===== config.mk =====
export PLATFORM = sky130hd
export DESIGN_NAME = gnb_ram
export DESIGN_NICKNAME = d
export VERILOG_FILES = /design/src/hdl/gnb_ram.sv
export SDC_FILE = /design/constraint.sdc
export NUM_CORES = 1
export LEC_CHECK = 0
export BUFFER_PORTS_ARGS = -buffer_cell sky130_fd_sc_hd__clkbuf_2
export CORE_ASPECT_RATIO = 1.1
export CORE_MARGIN = 4
export CORE_UTILIZATION = 40
export CTS_BUF_LIST = sky130_fd_sc_hd__clkbuf_2 sky130_fd_sc_hd__clkbuf_4 sky130_fd_sc_hd__clkbuf_8
export DETAILED_ROUTE_END_ITERATION = 6
export SLEW_MARGIN = 40
export SYNTH_ARGS = -nofsm -noshare
export SYNTH_HDL_FRONTEND = slang
export SYNTH_SLANG_ARGS = --single-unit

===== constraint.sdc =====
create_clock -name clk -period 4 [get_ports clk]
set_clock_uncertainty 0.2 [all_clocks]
set_input_delay 0.2 -clock clk [delete_from_list [all_inputs] [get_ports clk]]
set_output_delay 0.2 -clock clk [all_outputs]
set_load 0.01 [all_outputs]

===== src/hdl/gnb_ram.sv =====
module gnb_ram #(
  parameter int WIDTH = 32,
  parameter int DEPTH = 48
) (
  input  logic                     clk,
  input  logic                     we,
  input  logic [$clog2(DEPTH)-1:0] waddr,
  input  logic [WIDTH-1:0]         wdata,
  input  logic [$clog2(DEPTH)-1:0] raddr,
  output logic [WIDTH-1:0]         rdata
);

  logic [WIDTH-1:0] mem [DEPTH];

  // Write one entry, register the read
  always_ff @(posedge clk) begin
    if (we) begin
      mem[waddr] <= wdata;
    end
    rdata <= mem[raddr];
  end

endmodule


==> results of run 1 <==
-- cell usage in the layout (no fill, tap or decap), types with 34 or more instances in the layout --
cell type and instances:
mux4_2 160, nor2_4 45, mux2i_1 512, clkbuf_8 248
buf_4 93, a221oi_1 64, dlygate4sd3_1 53, clkbuf_2 42
a22o_1 64, clkbuf_4 111, a22oi_1 128, a21oi_1 64
buf_12 34, nand2_1 38, clkinv_1 42, edfxtp_1 1536
-- per-layer routing --
layer	vias to the layer above	part of all wire (%)	track usage (%)
met4	2	2.2	5.787
met2	1165	48	32.22
li1	12830	-	-
met5	-	0.0082	0
met1	16100	42	27.41
met3	227	7.5	4.587
-- registers in the layout, indices dropped and copies added, names as in the netlist --
signal,flops
mem,1536
rdata,32
-- cell type report --
cell class	count	area, um2
Timing Repair Buffer	252	2390
Tap cell	1963	2456
Fill cell	12490	80660
Antenna cell	7	17.52
Sequential cell	1568	46760
Multi-Input combinational cell	1170	12740
Clock buffer	347	4156
Clock inverter	87	524.3
-- where the power goes --
part | switching (uW) | leakage (uW) | total [uW] | internal (uW)
clock | 6020 | 0.00251 | 12900 | 6840
combinational | 1090 | 0.00643 | 1730 | 645
sequential | 72.0 | 0.0141 | 18300 | 18200
-- cells by family (layout without fill, tap and decap cells) --
kind of cell	after synthesis	count (layout)
flip-flops	1568	1568
multiplexers	672	672
AO/OA/AOI/OAI	384	384
buffers and inverters	174	686
AND/OR/NAND/NOR	114	114
other	0	7
-- worst min path at each step --
stage                           start                     to  slack [ns]
finish                      wdata[14]  mem[31][14]$_DFFE_PP_        0.12
floorplan                    wdata[0]    mem[0][0]$_DFFE_PP_         0.1
global placement    rdata[23]$_DFF_P_              rdata[23]        0.42
detailed placement  rdata[26]$_DFF_P_              rdata[26]        0.42
global route                wdata[28]   mem[5][28]$_DFFE_PP_        0.09
CTS                         wdata[30]  mem[15][30]$_DFFE_PP_        0.15
-- per-stage QoR --
stage | instances | hold WS [ns] | power (uW)
CTS | 5386 | 0.1476 | 33150
finish | 5394 | 0.1217 | 32860
global route | 5388 | 0.08859 | 34000
global placement | 4895 | 0.4201 | 20280
detailed placement | 4899 | 0.4234 | 20300
floorplan | 2912 | 0.09887 | 19540
-- what timing repair did --
action                     in CTS  in global routing
hold buffers                   53                  0
hold endpoints to repair     1827                  0
buffers inserted                0                  0
setup endpoints to repair       0                  0
-- critical path: stages --
cell	delay [ns]
dlygate4sd3_1	0.58
buf_8	0.49
buf_12	0.25
buf_4	0.19
mux4_2	0.50
mux4_2	0.51
nand2_1	0.10
dlygate4sd3_1	0.59
o41ai_2	0.08
dlygate4sd3_1	0.60
==> flow_metrics.py, run 1 <==
metrics = {
    "outcome": {
        "outcome": "complete, no violations",
    },
    "grt": {
        "grt.overflow.total": 0,
        "antenna_found_initial": 9,
        "grt_start_max_net_pins": 73,
        "grt_usage_pct": 20.03,
        "grt_pass1_wl_um": 223700,
        "grt_pass1_vias": 30590,
    },
    "yosys": {
        "synth.top_cell.area_share_pct": 76.67,
        "ys_types": 30,
        "netlist.top_cell.by_area": "edfxtp_1",
        "synth_compound_gate_area_share_pct": 5.191,
        "synth_top_family_by_area": "multiplexers",
        "syn_area_um2": 60160,
        "synth-xor-area-share_pct": 0,
        "synth_nets": 2958,
        "syn-instance-count": 2912,
        "ys_async_sr_fraction_pct": 0,
        "synth_area_leaders": "edfxtp_1 77%, mux2i_1 8.5%, mux4_2 6.0%",
        "synth_ff_type": "edfxtp_1",
        "synth.top_cells.by_count": "1,536 x edfxtp_1, 512 x mux2i_1, 160 x mux4_2",
        "synth-simple-area-share_pct": 0.8257,
        "yosys.area_share.adder_pct": 0,
        "synth_most_common_cell": "edfxtp_1",
        "ys_warn_count": 0,
        "ys_ff_latch": 1568,
        "synth_mux_area_share_pct": 14.51,
        "synth.avg_cell_area_um2": 20.66,
        "seq_area_frac_synth_pct": 77.73,
        "synth_enable_flop_cells": 1536,
    },
    "floorplanning": {
        "die_area_um2": 156700,
        "num_rows": 149,
        "coreArea_um2": 149700,
        "io_pins": 78,
        "die_w_um": 377.8,
        "die_h_um": 414.7,
        "start_util_pct": 40.19,
    },
    "clocking": {
        "h-tree-depth": 4,
        "cts_sinks": 1568,
        "cts.path.max_buffers": 3,
        "tritoncts": "yes",
        "clockRootBuffer": "clkbuf_8",
        "worstSkewPairLatency_ns": 0.93,
        "cts_buffers": 233,
        "postCtsResizedCells": 0,
        "clk_pin_slew_ns": 0.06,
    },
    "placement": {
        "dpl.hpwl_um": 84660,
        "post_dp_cell_area_um2": 63770,
        "gp_congestion": 0.7673,
        "dpl_worst_slack_ns": 0.8480,
        "portBuffers": 77,
    },
    "timing": {
        "setup_viol": 0,
        "fmaxAchievable_mhz": 287.3,
        "setup_tns_ns": 0,
        "slew_violations": 0,
        "hold_violations": 0,
        "period_share_pct": 87.01,
        "rsz0062_at_grt": "no",
        "worst_slack_ns": 0.5197,
        "slew_headroom_pct": 38.69,
        "period_needed_ns": 3.480,
        "worst_pin_slew_ns": 0.9196,
    },
    "worst_hold_path": {
        "holdPathStages": 2,
        "min_path_type": "in -> reg",
    },
    "detailed_routing": {
        "num_vias": 30320,
        "wl_um": 157900,
        "first_pass_iters": 5,
        "via_per_inst": 5.622,
        "drc": 0,
        "dr.first_iter.drc_count": 3117,
        "wire_per_inst_um": 29.28,
        "ant_nets": 0,
    },
    "setup_path": {
        "reg2reg_slack_ns": 0.96,
        "r2r_end": "rdata[19]$_DFF_P_",
        "startpoint_type": "input port",
        "startpoint": "raddr[0]",
        "worstSetupEndpointType": "flop",
        "crit_required_ns": 4.61,
        "ff2ff_path_depth": 6,
        "reg2reg_from": "mem[47][19]$_DFFE_PP_",
        "critical_path_class": "in -> reg",
        "cp-endpoint": "rdata[19]$_DFF_P_",
        "worstPathMaxFanout": 48,
        "cp_data_arrival_time_ns": 4.09,
    },
    "power": {
        "irDropWorstVdd_mv": 0.3019,
        "p_per_area_nw_per_um2": 475.9,
        "leakagePower_uw": 0.02303,
    },
    "final_layout": {
        "final_cell_area_um2": 69050,
        "drive_gt1_share_pct": 24.53,
        "syn_to_final_growth_pct": 14.77,
        "fin_nets": 3271,
        "utilization_pct": 46.12,
    },
    "job": {
        "cap_violations": 0,
    },
}
Note: power is estimated with default switching activity, not from simulation.
==> run 2, diff against run 1 <==
--- a/config.mk
+++ b/config.mk
@@ -9,7 +9,8 @@
 export CORE_ASPECT_RATIO = 1.1
 export CORE_MARGIN = 4
-export CORE_UTILIZATION = 40
+export CORE_UTILIZATION = 65
 export CTS_BUF_LIST = sky130_fd_sc_hd__clkbuf_2 sky130_fd_sc_hd__clkbuf_4 sky130_fd_sc_hd__clkbuf_8
 export DETAILED_ROUTE_END_ITERATION = 6
+export PLACE_DENSITY = 0.82
 export SLEW_MARGIN = 40
 export SYNTH_ARGS = -nofsm -noshare
==> constraint.sdc (replaced) <==
create_clock -name clk -period 4 [get_ports clk]
set_clock_uncertainty 0.2 [all_clocks]
set_input_delay 0.4 -clock clk [delete_from_list [all_inputs] [get_ports clk]]
set_output_delay 0.4 -clock clk [all_outputs]
set_load 0.01 [all_outputs]
==> run 2 against run 1 <==
Sequential share of layout area grew 1.4 points; largest cell class unchanged; clock power fell by 4%; die area shrank 38%; critical path depth is 5 lower.
==> flow_metrics.py, run 2 (synthesis results as in run 1) <==
metrics = {
    "clocking": {
        "clockRootBuffer": "clkbuf_8",
        "cts_buffers": 223,
        "worstSkewPairLatency_ns": 0.88,
        "tritoncts": "yes",
        "clk_pin_slew_ns": 0.06,
        "post_cts_buffers": 0,
        "cts.path.max_buffers": 3,
        "postCtsResizedCells": 0,
        "cts_sinks": 1568,
        "h-tree-depth": 4,
    },
    "floorplanning": {
        "io_pins": 78,
        "die_w_um": 298.1,
        "coreArea_um2": 91440,
        "die_area_um2": 97490,
        "num_rows": 116,
        "die_h_um": 327.1,
        "start_util_pct": 65.80,
    },
    "setup_path": {
        "startpoint_type": "input port",
        "cp_data_arrival_time_ns": 2.60,
        "crit_required_ns": 4.34,
        "critical_path_class": "in -> reg",
        "worstPathMaxFanout": 21,
        "worstSetupEndpointType": "flop",
    },
    "power": {
        "p_per_area_nw_per_um2": 478.5,
        "irDropWorstVdd_mv": 0.3147,
        "leakagePower_uw": 0.02285,
    },
    "timing": {
        "period_needed_ns": 2.255,
        "period_share_pct": 56.38,
        "slew_headroom_pct": 40.63,
        "hold_violations": 0,
        "rsz0062_at_grt": "no",
        "fin_hold_ws_ns": 0.1137,
        "slew_violations": 0,
        "setup_tns_ns": 0,
        "fmaxAchievable_mhz": 443.4,
        "setup_viol": 0,
        "worst_pin_slew_ns": 0.8906,
    },
    "placement": {
        "dpl.hpwl_um": 75880,
        "portBuffers": 77,
        "gp_congestion": 0.8252,
    },
    "final_layout": {
        "largest_reg_flops": 1536,
        "syn_to_final_growth_pct": 12.39,
        "layout_common_cells": "1,536 x edfxtp_1, 512 x mux2i_1, 235 x clkbuf_8",
        "top_register": "mem",
        "drive_gt1_share_pct": 24.03,
        "top_regs": "mem: 1536 flops, rdata: 32 flops",
        "regArea_um2": 46760,
        "multi_input_area_um2": 12730,
        "fill_cells": 4790,
        "fin_nets": 3247,
        "final_common_cell": "edfxtp_1",
    },
    "detailed_routing": {
        "wl_um": 144600,
        "ant_nets": 0,
        "dr.first_iter.drc_count": 4272,
        "via_per_inst": 6.867,
        "drc": 0,
        "first_pass_iters": 6,
        "num_vias": 31430,
        "wire_per_inst_um": 31.60,
    },
    "grt": {
        "grt_pass1_wl_um": 209600,
        "grt_usage_pct": 29.63,
        "antenna_found_initial": 13,
        "grt_start_max_net_pins": 128,
        "grt.overflow.total": 0,
        "grt_pass1_vias": 31640,
    },
    "worst_hold_path": {
        "min_path_type": "in -> reg",
    },
    "outcome": {
        "outcome": "complete, no violations",
    },
    "job": {
        "cap_violations": 0,
    },
}
## run 2: cell types whose count changed in the layout (fill, tap and decap cells not counted), moves of 3 or more
| cell | before | now |
|---|---|---|
| buf_4 | 93 | 121 |
| clkinvlp_4 | 4 | 0 |
| dlygate4sd3_1 | 53 | 32 |
| clkinv_1 | 42 | 55 |
| clkbuf_8 | 248 | 235 |
| inv_12 | 1 | 4 |
| buf_12 | 34 | 28 |
| inv_8 | 0 | 5 |
| clkinv_2 | 29 | 20 |
| inv_6 | 5 | 2 |
| clkbuf_4 | 111 | 88 |
## run 2: through the flow
stage	area, um2	std cells	power, uW	util [%]	setup slack [ns]
after CTS	67200	4538	32440	73.49	1.804
after detailed placement	62710	4122	20250	68.58	0.9913
after global placement	62650	4120	20160	68.52	1.034
after global routing	67610	4574	33370	73.94	1.766
final	67620	4577	32360	73.95	1.745
after floorplan	60160	2912	19540	-	0.2490
## run 2: metal layers
layer | global-route usage, % | up-vias | wire length (um) | share of wire, %
li1 | - | 12760 | - | -
met1 | 40.18 | 16040 | 50990 | 35
met2 | 47.57 | 2210 | 70160 | 49
met3 | 7.582 | 413 | 18050 | 12
met4 | 10.82 | 10 | 5369 | 3.7
met5 | 0 | - | 59 | 0.041
## run 2: final timing paths
check | to | from | cells past startpoint | slack [ns]
min | rdata[22]$_DFF_P_ | raddr[1] | 5 | 0.11
min reg2reg | rdata[8]$_DFF_P_ | mem[26][8]$_DFFE_PP_ | 4 | 0.61
max | mem[19][12]$_DFFE_PP_ | we | 5 | 1.74
max reg2reg | rdata[4]$_DFF_P_ | mem[42][4]$_DFFE_PP_ | 4 | 1.88
## run 2: worst max-delay path, stage by stage
cell and delay (ns):
clkbuf_2 0.21, nor4bb_1 0.61, nand2_1 0.39, nor2_4 0.64, buf_12 0.32
## run 2: final cells by class
cell class	count	share of cell area, %
clock inverter	92	0.8641
timing repair buffer	238	3.177
tap	1180	2.183
sequential	1568	69.16
clock buffer	323	5.760
multi-input combinational	1170	18.83
antenna	6	0.02220
## run 2: power breakdown
| part | internal [uW] | leakage (uW) | switching, uW |
|---|---|---|---|
| logic | 642 | 0.00637 | 1070 |
| clock network | 6500 | 0.00239 | 5900 |
| registers | 18200 | 0.0141 | 67.3 |
| total | 25300 | 0.0228 | 7030 |
## run 2: timing repair
item / in CTS / in global routing
hold buffers: 1 / 31
hold endpoints to repair: 20 / 1466
setup endpoints to repair: 0 / 0
